--- src/sv/efr_pkg.sv ---
// shared types and constants of the escaped frame receiver
package efr_pkg;

	localparam int BUFFER_BYTES_DEF = 64;
	localparam int BYTE_W = 8;
	localparam int INDEX_W = 6;
	localparam int LEFT_W = 9;
	localparam int CFG_IDX_W = 2;
	localparam int SHIFT_W = 3;

	localparam logic [CFG_IDX_W-1:0] CFG_START_CHAR = 2'd0;
	localparam logic [CFG_IDX_W-1:0] CFG_FAST_BITS = 2'd1;
	localparam logic [CFG_IDX_W-1:0] CFG_FAST_MASK = 2'd2;
	localparam logic [CFG_IDX_W-1:0] CFG_FAST_SHIFT = 2'd3;

	localparam logic [BYTE_W-1:0] START_CHAR_RST = 8'd43;
	localparam logic [BYTE_W-1:0] FAST_BITS_RST = 8'd192;
	localparam logic [BYTE_W-1:0] FAST_MASK_RST = 8'd48;
	localparam logic [SHIFT_W-1:0] FAST_SHIFT_RST = 3'd3;

	typedef enum logic [1:0] {
		EV_NONE,
		EV_OK,
		EV_CSUM,
		EV_LONG
	} efr_event_t;

	typedef struct packed {
		logic [BYTE_W-1:0] start_char;
		logic [BYTE_W-1:0] fast_cmd_bits;
		logic [BYTE_W-1:0] fast_len_mask;
		logic [SHIFT_W-1:0] fast_len_shift;
	} efr_cfg_t;

endpackage

--- src/sv/efr_if.sv ---
// channel interfaces: received bytes, results and configuration writes
interface efr_byte_if;
	logic valid;
	logic ready;
	logic [efr_pkg::BYTE_W-1:0] rx_byte;
	modport source (output valid, output rx_byte, input ready);
	modport sink (input valid, input rx_byte, output ready);
endinterface

interface efr_res_if;
	logic valid;
	logic ready;
	logic store_valid;
	logic [efr_pkg::INDEX_W-1:0] store_index;
	logic [efr_pkg::BYTE_W-1:0] store_byte;
	logic [1:0] frame_event;
	modport source (output valid, output store_valid, output store_index,
		output store_byte, output frame_event, input ready);
	modport sink (input valid, input store_valid, input store_index,
		input store_byte, input frame_event, output ready);
endinterface

interface efr_cfg_if;
	logic valid;
	logic ready;
	logic [efr_pkg::CFG_IDX_W-1:0] index;
	logic [efr_pkg::BYTE_W-1:0] data;
	modport source (output valid, output index, output data, input ready);
	modport sink (input valid, input index, input data, output ready);
endinterface

--- src/sv/efr_cfg_regs.sv ---
// configuration register file
module efr_cfg_regs (
	input  logic clk,
	input  logic arst_n,
	efr_cfg_if.sink cfg,
	output efr_pkg::efr_cfg_t regs
);

	efr_pkg::efr_cfg_t regs_q;

	assign cfg.ready = 1'b1;
	assign regs = regs_q;

	always_ff @(posedge clk or negedge arst_n) begin
		if (!arst_n) begin
			regs_q.start_char <= efr_pkg::START_CHAR_RST;
			regs_q.fast_cmd_bits <= efr_pkg::FAST_BITS_RST;
			regs_q.fast_len_mask <= efr_pkg::FAST_MASK_RST;
			regs_q.fast_len_shift <= efr_pkg::FAST_SHIFT_RST;
		end else if (cfg.valid) begin
			case (cfg.index)
				efr_pkg::CFG_START_CHAR: regs_q.start_char <= cfg.data;
				efr_pkg::CFG_FAST_BITS: regs_q.fast_cmd_bits <= cfg.data;
				efr_pkg::CFG_FAST_MASK: regs_q.fast_len_mask <= cfg.data;
				efr_pkg::CFG_FAST_SHIFT: begin
					regs_q.fast_len_shift <= cfg.data[efr_pkg::SHIFT_W-1:0];
				end
				default: begin
				end
			endcase
		end
	end

endmodule

--- src/sv/efr_in_stage.sv ---
// input register stage for received bytes
module efr_in_stage (
	input  logic clk,
	input  logic arst_n,
	efr_byte_if.sink rx,
	input  logic take,
	output logic valid_s1,
	output logic [efr_pkg::BYTE_W-1:0] byte_s1
);

	logic full_s1;

	assign rx.ready = !full_s1 || take;
	assign valid_s1 = full_s1;

	always_ff @(posedge clk or negedge arst_n) begin
		if (!arst_n) begin
			full_s1 <= 1'b0;
		end else if (rx.ready) begin
			full_s1 <= rx.valid;
		end
	end

	always_ff @(posedge clk) begin
		if (rx.valid && rx.ready) begin
			byte_s1 <= rx.rx_byte;
		end
	end

endmodule

--- src/sv/efr_deframe.sv ---
// frame decoding state and result register
module efr_deframe #(
	parameter int BUFFER_BYTES = efr_pkg::BUFFER_BYTES_DEF
) (
	input  logic clk,
	input  logic arst_n,
	input  efr_pkg::efr_cfg_t regs,
	input  logic valid_s1,
	input  logic [efr_pkg::BYTE_W-1:0] byte_s1,
	output logic take,
	efr_res_if.source res
);

	localparam int WPOS_W = $clog2(BUFFER_BYTES + 1);
	localparam int LW = efr_pkg::LEFT_W;
	localparam int BW = efr_pkg::BYTE_W;

	logic start_seen_q, expect_length_q, overflowed_q;
	logic [LW-1:0] bytes_left_q;
	logic [BW-1:0] running_sum_q;
	logic [WPOS_W-1:0] write_pos_q;

	logic n_start_seen, n_expect_length, n_overflowed;
	logic [LW-1:0] n_bytes_left, left, left_dec;
	logic [BW-1:0] n_running_sum;
	logic [WPOS_W-1:0] n_write_pos;

	logic hit, ss, fast;
	logic r_store_valid;
	logic [efr_pkg::INDEX_W-1:0] r_store_index;
	logic [BW-1:0] r_store_byte;
	efr_pkg::efr_event_t r_event;

	logic res_valid_q, store_valid_q;
	logic [efr_pkg::INDEX_W-1:0] store_index_q;
	logic [BW-1:0] store_byte_q;
	efr_pkg::efr_event_t event_q;

	assign take = valid_s1 && (!res_valid_q || res.ready);

	always_comb begin
		n_start_seen = start_seen_q;
		n_expect_length = expect_length_q;
		n_overflowed = overflowed_q;
		n_bytes_left = bytes_left_q;
		n_running_sum = running_sum_q;
		n_write_pos = write_pos_q;
		r_store_valid = 1'b0;
		r_store_index = '0;
		r_store_byte = '0;
		r_event = efr_pkg::EV_NONE;
		left = bytes_left_q;
		left_dec = bytes_left_q - LW'(1);
		hit = (byte_s1 == regs.start_char);
		ss = start_seen_q ^ hit;
		fast = ((byte_s1 & regs.fast_cmd_bits) == regs.fast_cmd_bits);
		if (hit && ss) begin
			n_start_seen = 1'b1;
		end else if (ss) begin
			// command byte opens a frame
			n_start_seen = 1'b0;
			r_store_valid = 1'b1;
			r_store_byte = byte_s1;
			n_write_pos = WPOS_W'(1);
			n_overflowed = 1'b0;
			n_running_sum = byte_s1;
			n_expect_length = !fast;
			n_bytes_left = fast
				? LW'((byte_s1 & regs.fast_len_mask) >> regs.fast_len_shift) + LW'(1)
				: '0;
		end else begin
			n_start_seen = 1'b0;
			if (expect_length_q) begin
				left = LW'(byte_s1) + LW'(2);
				n_expect_length = 1'b0;
			end
			left_dec = left - LW'(1);
			n_bytes_left = left;
			if (left != '0) begin
				n_running_sum = running_sum_q + byte_s1;
				n_bytes_left = left_dec;
				if (left_dec == '0) begin
					if (overflowed_q) begin
						r_event = efr_pkg::EV_LONG;
					end else if (n_running_sum != '0) begin
						r_event = efr_pkg::EV_CSUM;
					end else begin
						r_event = efr_pkg::EV_OK;
					end
				end else if (!overflowed_q) begin
					if (write_pos_q < WPOS_W'(BUFFER_BYTES)) begin
						r_store_valid = 1'b1;
						r_store_index = efr_pkg::INDEX_W'(write_pos_q);
						r_store_byte = byte_s1;
						n_write_pos = write_pos_q + WPOS_W'(1);
					end else begin
						n_overflowed = 1'b1;
					end
				end
			end
		end
	end

	always_ff @(posedge clk or negedge arst_n) begin
		if (!arst_n) begin
			start_seen_q <= 1'b0;
			expect_length_q <= 1'b0;
			overflowed_q <= 1'b0;
			bytes_left_q <= '0;
			running_sum_q <= '0;
			write_pos_q <= '0;
			res_valid_q <= 1'b0;
		end else if (take) begin
			start_seen_q <= n_start_seen;
			expect_length_q <= n_expect_length;
			overflowed_q <= n_overflowed;
			bytes_left_q <= n_bytes_left;
			running_sum_q <= n_running_sum;
			write_pos_q <= n_write_pos;
			res_valid_q <= 1'b1;
		end else if (res.ready) begin
			res_valid_q <= 1'b0;
		end
	end

	always_ff @(posedge clk) begin
		if (take) begin
			store_valid_q <= r_store_valid;
			store_index_q <= r_store_index;
			store_byte_q <= r_store_byte;
			event_q <= r_event;
		end
	end

	assign res.valid = res_valid_q;
	assign res.store_valid = store_valid_q;
	assign res.store_index = store_index_q;
	assign res.store_byte = store_byte_q;
	assign res.frame_event = event_q;

endmodule

--- src/sv/escaped_frame_receiver.sv ---
// top level of the escaped frame receiver
//
//  channel  modport  transaction
//  rx       sink     one received serial byte
//  res      source   store flag, index, byte and frame event
//  cfg      sink     register index and write data
//
// one byte per cycle sustained while res is ready; an rx transaction reaches the result
// through the input register and the result register around the decode logic
// arst_n clears decode state, handshake flags and registers to defaults
// a stalled result holds the input register; rx.ready drops only when both are full
// cfg is always ready
module escaped_frame_receiver #(
	parameter int BUFFER_BYTES = efr_pkg::BUFFER_BYTES_DEF
) (
	input  logic clk,
	input  logic arst_n,
	efr_byte_if.sink rx,
	efr_res_if.source res,
	efr_cfg_if.sink cfg
);

	efr_pkg::efr_cfg_t regs;
	logic take, valid_s1;
	logic [efr_pkg::BYTE_W-1:0] byte_s1;

	efr_cfg_regs u_cfg (
		.clk(clk),
		.arst_n(arst_n),
		.cfg(cfg),
		.regs(regs)
	);

	efr_in_stage u_in (
		.clk(clk),
		.arst_n(arst_n),
		.rx(rx),
		.take(take),
		.valid_s1(valid_s1),
		.byte_s1(byte_s1)
	);

	efr_deframe #(
		.BUFFER_BYTES(BUFFER_BYTES)
	) u_deframe (
		.clk(clk),
		.arst_n(arst_n),
		.regs(regs),
		.valid_s1(valid_s1),
		.byte_s1(byte_s1),
		.take(take),
		.res(res)
	);

endmodule

--- src/flat_wrapper.sv ---
// flat-port wrapper written by rule: the top's interface ports become plain ports
module escaped_frame_receiver_flat 
#(
	parameter int BUFFER_BYTES = efr_pkg::BUFFER_BYTES_DEF
)
  (clk, arst_n, rx_valid, rx_rx_byte, rx_ready, res_valid, res_store_valid, res_store_index, res_store_byte, res_frame_event, res_ready, cfg_valid, cfg_index, cfg_data, cfg_ready);
  efr_byte_if rx_i ();
  efr_res_if res_i ();
  efr_cfg_if cfg_i ();
  input  logic clk;
  input  logic arst_n;
  input wire logic [$bits(rx_i.valid)-1:0] rx_valid;
  input wire logic [$bits(rx_i.rx_byte)-1:0] rx_rx_byte;
  output wire logic [$bits(rx_i.ready)-1:0] rx_ready;
  output wire logic [$bits(res_i.valid)-1:0] res_valid;
  output wire logic [$bits(res_i.store_valid)-1:0] res_store_valid;
  output wire logic [$bits(res_i.store_index)-1:0] res_store_index;
  output wire logic [$bits(res_i.store_byte)-1:0] res_store_byte;
  output wire logic [$bits(res_i.frame_event)-1:0] res_frame_event;
  input wire logic [$bits(res_i.ready)-1:0] res_ready;
  input wire logic [$bits(cfg_i.valid)-1:0] cfg_valid;
  input wire logic [$bits(cfg_i.index)-1:0] cfg_index;
  input wire logic [$bits(cfg_i.data)-1:0] cfg_data;
  output wire logic [$bits(cfg_i.ready)-1:0] cfg_ready;
  assign rx_i.valid = rx_valid;
  assign rx_i.rx_byte = rx_rx_byte;
  assign rx_ready = rx_i.ready;
  assign res_valid = res_i.valid;
  assign res_store_valid = res_i.store_valid;
  assign res_store_index = res_i.store_index;
  assign res_store_byte = res_i.store_byte;
  assign res_frame_event = res_i.frame_event;
  assign res_i.ready = res_ready;
  assign cfg_i.valid = cfg_valid;
  assign cfg_i.index = cfg_index;
  assign cfg_i.data = cfg_data;
  assign cfg_ready = cfg_i.ready;
  escaped_frame_receiver #(.BUFFER_BYTES(BUFFER_BYTES)) u_core (.clk(clk), .arst_n(arst_n), .rx(rx_i), .res(res_i), .cfg(cfg_i));
endmodule
--- config.mk ---
export PLATFORM = sky130hd
export DESIGN_NAME = escaped_frame_receiver_flat
export DESIGN_NICKNAME = d
export VERILOG_FILES = /design/src/sv/efr_pkg.sv /design/src/sv/efr_if.sv /design/src/sv/efr_cfg_regs.sv /design/src/sv/efr_in_stage.sv /design/src/sv/efr_deframe.sv /design/src/sv/escaped_frame_receiver.sv /design/src/flat_wrapper.sv
export SDC_FILE = /design/constraint.sdc
export NUM_CORES = 1
export LEC_CHECK = 0
export ABC_AREA = 1
export BUFFER_PORTS_ARGS = -buffer_cell sky130_fd_sc_hd__buf_2
export CAP_MARGIN = 20
export CORE_ASPECT_RATIO = 0.5
export CORE_MARGIN = 2
export CORE_UTILIZATION = 50
export DETAILED_ROUTE_END_ITERATION = 8
export GPL_ROUTABILITY_DRIVEN = 0
export PLACE_DENSITY = 0.74
export REMOVE_ABC_BUFFERS = 1
export SKIP_CTS_REPAIR_TIMING = 1
export SLEW_MARGIN = 10
export SYNTH_ARGS = -nofsm -noshare
export SYNTH_HDL_FRONTEND = slang
export SYNTH_SLANG_ARGS = --single-unit
--- constraint.sdc ---
create_clock -name clk -period 4.9 [get_ports clk]
set_input_delay 0.735 -clock clk [delete_from_list [all_inputs] [get_ports clk]]
set_output_delay 0.735 -clock clk [all_outputs]
set_load 0.01 [all_outputs]
# Word level (Yosys, flattened, before mapping)
# Cells that the tools add are included.
totals:
  regBits: 81
  latchBits: 0
  ram_bits: 0
  romBits: 0
  input_bits: 23
  memories: 0
classes:
  addsub: 5
  n_mul: 0
  div: 0
  n_lt_le_gt_ge: 1
  eq_ne: 7
  n_shift: 1
  n_mux: 34
  bitwise: 7
  n_reduce_logical: 25
op_table:
  columns: ["operator", "n"]
  rows:
  - ["8-bit 2-to-1 mux", 7]
  - ["9-bit 2-to-1 mux", 6]
  - ["7-bit 2-to-1 mux", 5]
  - ["8-bit AND", 2]
  - ["8-bit equality test", 2]
  - ["1-bit 2-to-1 mux", 14]
  - ["2-bit AND reduction", 5]
  - ["8-bit by 2-bit adder with 9-bit output (second input constant)", 1]
  - ["9-bit by 1-bit adder with 9-bit output (second input constant)", 1]
  - ["9-bit zero test", 1]
  - ["9-bit nonzero test", 1]
  - ["8-bit by 3-bit right shift with 9-bit output", 1]
  - ["9-bit by 1-bit subtractor with 9-bit output (second input constant)", 1]
  - ["8-bit adder", 1]
  - ["8-bit nonzero test", 1]
  - ["7-bit by 1-bit adder with 7-bit output (second input constant)", 1]
  - ["7-bit less-than comparator (second input constant)", 1]
  - ["6-bit AND reduction", 1]
  - ["2-bit nonzero test", 3]
  - ["6-bit OR reduction", 1]
  - ["2-bit equality test (second input constant)", 2]
  - ["2-bit 2-to-1 mux", 2]
  - ["1-bit NOT", 4]
  - ["4-bit AND reduction", 1]
  - ["10 further kinds", 15]

# Longest topological paths before layout
depth:
  ltp_word: 9
  depth_mapped: 18
  depth_no_buf: 17

# Hierarchy
# Synthesis repeated with hierarchy kept, for this count alone.
hier_totals:
  cells_unflattened: 653
  hier_area_um2: 5013.6
modules_own_cells:
  columns: ["module", "instances", "cells_each", "area_per_inst_um2", "seq_area_each_um2"]
  rows:
  - ["efr_deframe", 1, 515, 3578.4, 1211.2]
  - ["efr_cfg_regs", 1, 124, 1149.9, 688.2]
  - ["efr_in_stage", 1, 14, 285.3, 265.3]

# Worst setup path after synthesis
# OpenSTA, ideal clock, no wires.
synth_timing:
  kind: "register to register"
  from: "register u_core.u_in.byte_s1[1] in the netlist's numbering"
  to: "register u_core.u_deframe.running_sum_q[0]"
  t_arrival_ns: 2.233
  required_ns: 4.772
  path_slack_ns: 2.539
  path_stages_with_launch: 17
  n_path_buf: 3
  period_less_slack_ns: 2.361
  cell_sequence: "edfxtp_1 -> buf_4 -> inv_1 -> or2_2 -> nand4_1 -> nor3_1 -> ha_1 -> buf_4 -> inv_1 -> nand2_1 -> nand2_1 -> inv_1 -> nand2_2 -> inv_2 -> buf_4 -> nor2_1 -> a31oi_1"
synth_via:
  elab_chain_cells: 7
  word_cells_on_any_way: 12
  classes_between: "1 x add/sub; 1 x eq/ne; 4 x mux; 2 x bitwise; 4 x reduce/logical"
synth_rtl:
  columns: ["element", "line_no", "source"]
  rows:
  - ["start: declaration", "efr_in_stage.sv:8", "output logic [efr_pkg::BYTE_W-1:0] byte_s1"]
  - ["start signal: assignment", "efr_in_stage.sv:26", "byte_s1 <= rx.rx_byte;"]
  - ["8-bit by 2-bit adder with 9-bit output", "efr_deframe.sv:74", "left = LW'(byte_s1) + LW'(2);"]
  - ["9-bit 2-to-1 mux", "efr_deframe.sv:73", "if (expect_length_q) begin"]
  - ["9-bit 2-to-1 mux", "efr_deframe.sv:59", "end else if (ss) begin"]
  - ["9-bit 2-to-1 mux", "efr_deframe.sv:57", "if (hit && ss) begin"]
  - ["9-bit nonzero test", "efr_deframe.sv:79", "if (left != '0) begin"]
  - ["2-bit nonzero test (no source line)", null, null]
  - ["3-bit AND reduction (no source line)", null, null]
  - ["end signal: assignment", "efr_deframe.sv:118", "running_sum_q <= n_running_sum;"]
  - ["end: declaration", "efr_deframe.sv:20", "logic [BW-1:0] running_sum_q;"]
# Several ways; a longest one is shown, not always the timed one. The select of a mux whose other input is x is not followed.
# A chain may end at the register's enable or synchronous reset.

# Worst setup path after layout
# Same ends and word-level chain as after synthesis.

==> metrics.md <==
| Metric | Value |
|---|---|
| Critical setup path kind | flop to flop |
| Clock Latency Late Sink | 340 ps |
| Initial drt markers | between 200 and 250 |
| Number of nets in the layout | 689 |
| Slowest library cell on the worst path | edfxtp_1 |
| DRC violations left | 0 |
| Setup-violating endpoint count in the final report | 0 |
| Dpl hpwl | approximately 8.3 mm |
| Core occupancy in the finished layout | 0.571 |
| Fin crit share | 0.682 |
| Pwr Density | slightly below 500 nW/µm² |
| Cells along the critical path | inv_1 > or2_2 > nand4_1 > nor3_1 > ha_1 > inv_1 > nand2_1 > nand2_1 > inv_1 > nand2_2 > inv_2 > nor2_1 > a31oi_1 |
| Post-synth design cell area | slightly below 5000 µm² |
| Cts bufs inserted | 9 |
| First-pass GRT wire length | about 18 mm |
| Post-layout minimum cycle time | 3340 ps |
| Number of global-route vias before repair | around 3700 |
| RSZ-0062 raised after global routing | false |
| TritonCTS clock tree | built |
| Required arrival time at the worst endpoint | a little over 5000 ps |
| Status | completed |
| Most frequent cell on the critical path | inv_1 |
| Ratio of routed vias to standard cells | roughly 5.2 |
| Number of synthesis warnings | 0 |
| Wirelength, routed | approximately 11 mm |
| Fin Clk Skew | ~6.4 ps |
| Maximum ir drop on the vdd rail | between 0.2 and 0.25 mV |
| Finished Layout Cells | ~790 |
| Tightest Pin Transition | ~750 ps |
| # Max-Cap Violations | 0 |
| Synth cell types | 45 |
| Root Buffer Master | clkbuf_16 |
| Initial cell density of the core | 0.514 |
| Die width | 143 µm |
| Growth of design area from synthesis to finish | 11.1% |
| Cell count after synthesis | 620 |
| Initial antenna violation count | 0 |
| CP max FO | 17 |
| Row count | 25 |
| Flop and latch count out of synthesis | between 80 and 90 |
| Synthesized area divided by synthesized cell count | roughly 7.8 µm² |
| Fraction of final layout cells with drive strength greater than 1 | 0.151 |
| H-tree lvl count | 3 |
| Average wire length per cell after detail routing | 14.1 µm |
| Maximum clock insertion buffer count | 2 |
| Ant diodes | 0 |
| Standby leakage power | between 2 and 3 nW |
| Maximum number of pins on one net before global-route repair | 57 |
| GRT Resource Usage Total | 0.226 |
| Final hold viol count | 0 |
| Sum of buffers and inverters on the critical path | 4 |
| Reg clk slew, reported paths | 60 ps |
| CTS sink count | 81 |
| Element type at the critical path start | flop |
| Area of the die | ~11000 µm² |
| Floorplan die height | roughly 74 µm |
| First-pass DRT Iterations | 5 |
| Crit path capture type | flop |
| Sequential area share after synthesis | 0.447 |
| Total Negative Setup Slacks | 0 ps |
| Count of pins on the block boundary | 43 |
| Total congestion overflow after global routing | 0 |
| Crit path DAT | 3590 ps |
| Type of the most critical hold path | flop to flop |
| Cell family with most CP delay | simple AND/OR/NAND/NOR gates |
| Routed via count | just over 4000 |
| Number of input and output port buffers inserted | between 40 and 50 |
| Slew Limit Headroom | 0.496 |
| Largest incremental delay on the critical path | 590 ps |
| Cell count after placement | just under 800 |
| Standard cell core area | roughly 9400 µm² |
| Max-slew violation count | 0 |
| Achievable Freq | between 0.2 and 0.3 GHz |
| Antenna Violating Nets Remaining | 0 |
-- worst paths after layout --
kind                                   startpoint                                end  slack, ps  cells past startpoint
setup / recovery           u_core.u_in.byte_s1[1]  u_core.u_deframe.running_sum_q[0]       1560                     13
hold / removal               u_core.u_cfg.regs[3]               u_core.u_cfg.regs[3]        500                      2
setup reg to reg           u_core.u_in.byte_s1[1]  u_core.u_deframe.running_sum_q[0]       1560                     13
hold reg to reg              u_core.u_cfg.regs[3]               u_core.u_cfg.regs[3]        500                      2
max in group asynchronous                  arst_n    u_core.u_deframe.write_pos_q[4]       3900                      2
min in group asynchronous                  arst_n              u_core.u_cfg.regs[25]        540                      2
-- synth_stat cells (all sizes together) --
| cell type | instances | share of area |
|---|---|---|
| conb | 1 | 0.00077 |
| nor3 | 9 | 0.014 |
| a31oi | 3 | 0.0039 |
| nand2 | 196 | 0.16 |
| inv | 74 | 0.057 |
| clkbuf | 7 | 0.0054 |
| a22o | 4 | 0.0072 |
| xnor2 | 7 | 0.013 |
| o21ai | 49 | 0.051 |
| buf | 15 | 0.023 |
| o21a | 2 | 0.0031 |
| nand4 | 16 | 0.021 |
| o211ai | 6 | 0.010 |
| o22a | 1 | 0.0018 |
| o21bai | 1 | 0.0016 |
| a21boi | 1 | 0.0016 |
| nor2 | 54 | 0.046 |
| fa | 1 | 0.0041 |
| nand3 | 43 | 0.048 |
| or2 | 3 | 0.0039 |
| xor2 | 9 | 0.016 |
| nor3b | 3 | 0.0057 |
| ha | 13 | 0.034 |
| dfstp | 10 | 0.054 |
| edfxtp | 25 | 0.16 |
| dfrtp | 46 | 0.24 |
| a21oi | 14 | 0.014 |
| o31ai | 1 | 0.0016 |
| o22ai | 2 | 0.0026 |
| and2 | 1 | 0.0013 |
| nand3b | 3 | 0.0047 |
-- cell type report --
cell class / instances / area (µm²)
inverters: 74 / 278
clock buffers: 9 / 225
clock inverters: 7 / 61.3
fillers: 877 / 4040
well taps: 135 / 169
flip-flops and latches: 81 / 2160
multi-input cells: 443 / 2260
repair buffers: 43 / 220
-- cells in the final DEF (no fill, tap or decap), drive strengths merged, types with 2 or more instances in the layout --
cell	synthesis	final
a21oi	14	14
a22o	4	4
a31oi	3	3
buf	15	43
clkbuf	7	9
clkinvlp	0	2
dfrtp	46	46
dfstp	10	10
edfxtp	25	25
ha	13	13
inv	74	78
nand2	196	196
nand3	43	43
nand3b	3	3
nand4	16	16
nor2	54	54
nor3	9	9
nor3b	3	3
o211ai	6	6
o21a	2	2
o21ai	49	49
o22ai	2	2
or2	3	3
xnor2	7	7
xor2	9	9
-- where the power goes --
| group | switching [W] | leakage (nW) | internal [W] |
|---|---|---|---|
| clock network | 0.000289 | 0.135 | 0.000353 |
| registers | 0.000130 | 0.918 | 0.000869 |
| logic | 0.000649 | 1.54 | 0.000360 |
-- sequential cells by signal (all words and copies together) (netlist names), 2 cells and up --
| name | count |
|---|---|
| u_core.u_deframe.res.store_byte | 8 |
| u_core.u_deframe.bytes_left_q | 9 |
| u_core.u_cfg.regs | 27 |
| u_core.u_in.byte_s1 | 8 |
| u_core.u_deframe.res.store_index | 6 |
| u_core.u_deframe.res.frame_event | 2 |
| u_core.u_deframe.running_sum_q | 8 |
| u_core.u_deframe.write_pos_q | 7 |
-- tightest hold or removal path, stage by stage, from the launching register on --
cell	delay (ps)
dfrtp_1	350
nand2_1	50
o21ai_0	60
-- logic make-up after synthesis --
| logic type | after synthesis | synth area share |
|---|---|---|
| adders and majority gates | 14 | 0.0377 |
| buffers and inverters | 96 | 0.0861 |
| AOI/OAI and AO/OA | 84 | 0.0995 |
| and+or+nand+nor | 328 | 0.300 |
| xor gates and xnor gates | 16 | 0.0289 |
| other | 1 | 0.000775 |
| DFF | 81 | 0.447 |
-- per-stage QoR --
stage | total power (W) | area [µm²] | hold slack, ps | worst slack, ps
5_1_grt | 0.00284 | 5380 | 502 | 1260
2_1_floorplan | 0.00173 | 4700 | 439 | 2310
3_5_place_dp | 0.00200 | 5090 | 482 | 1650
3_3_place_gp | 0.00197 | 5090 | 457 | 1840
4_1_cts | 0.00265 | 5380 | 497 | 1640
6_report | 0.00265 | 5380 | 496 | 1560
-- metal layers --
metal  up-vias  GRT usage  share of wire
li1       2075          -              -
met2       118      0.338           0.44
met1      1893      0.334           0.49
met5         -          0              0
met4         0     0.0627          0.014
met3        17     0.0456          0.058
Power figures use the tool's default switching activity.
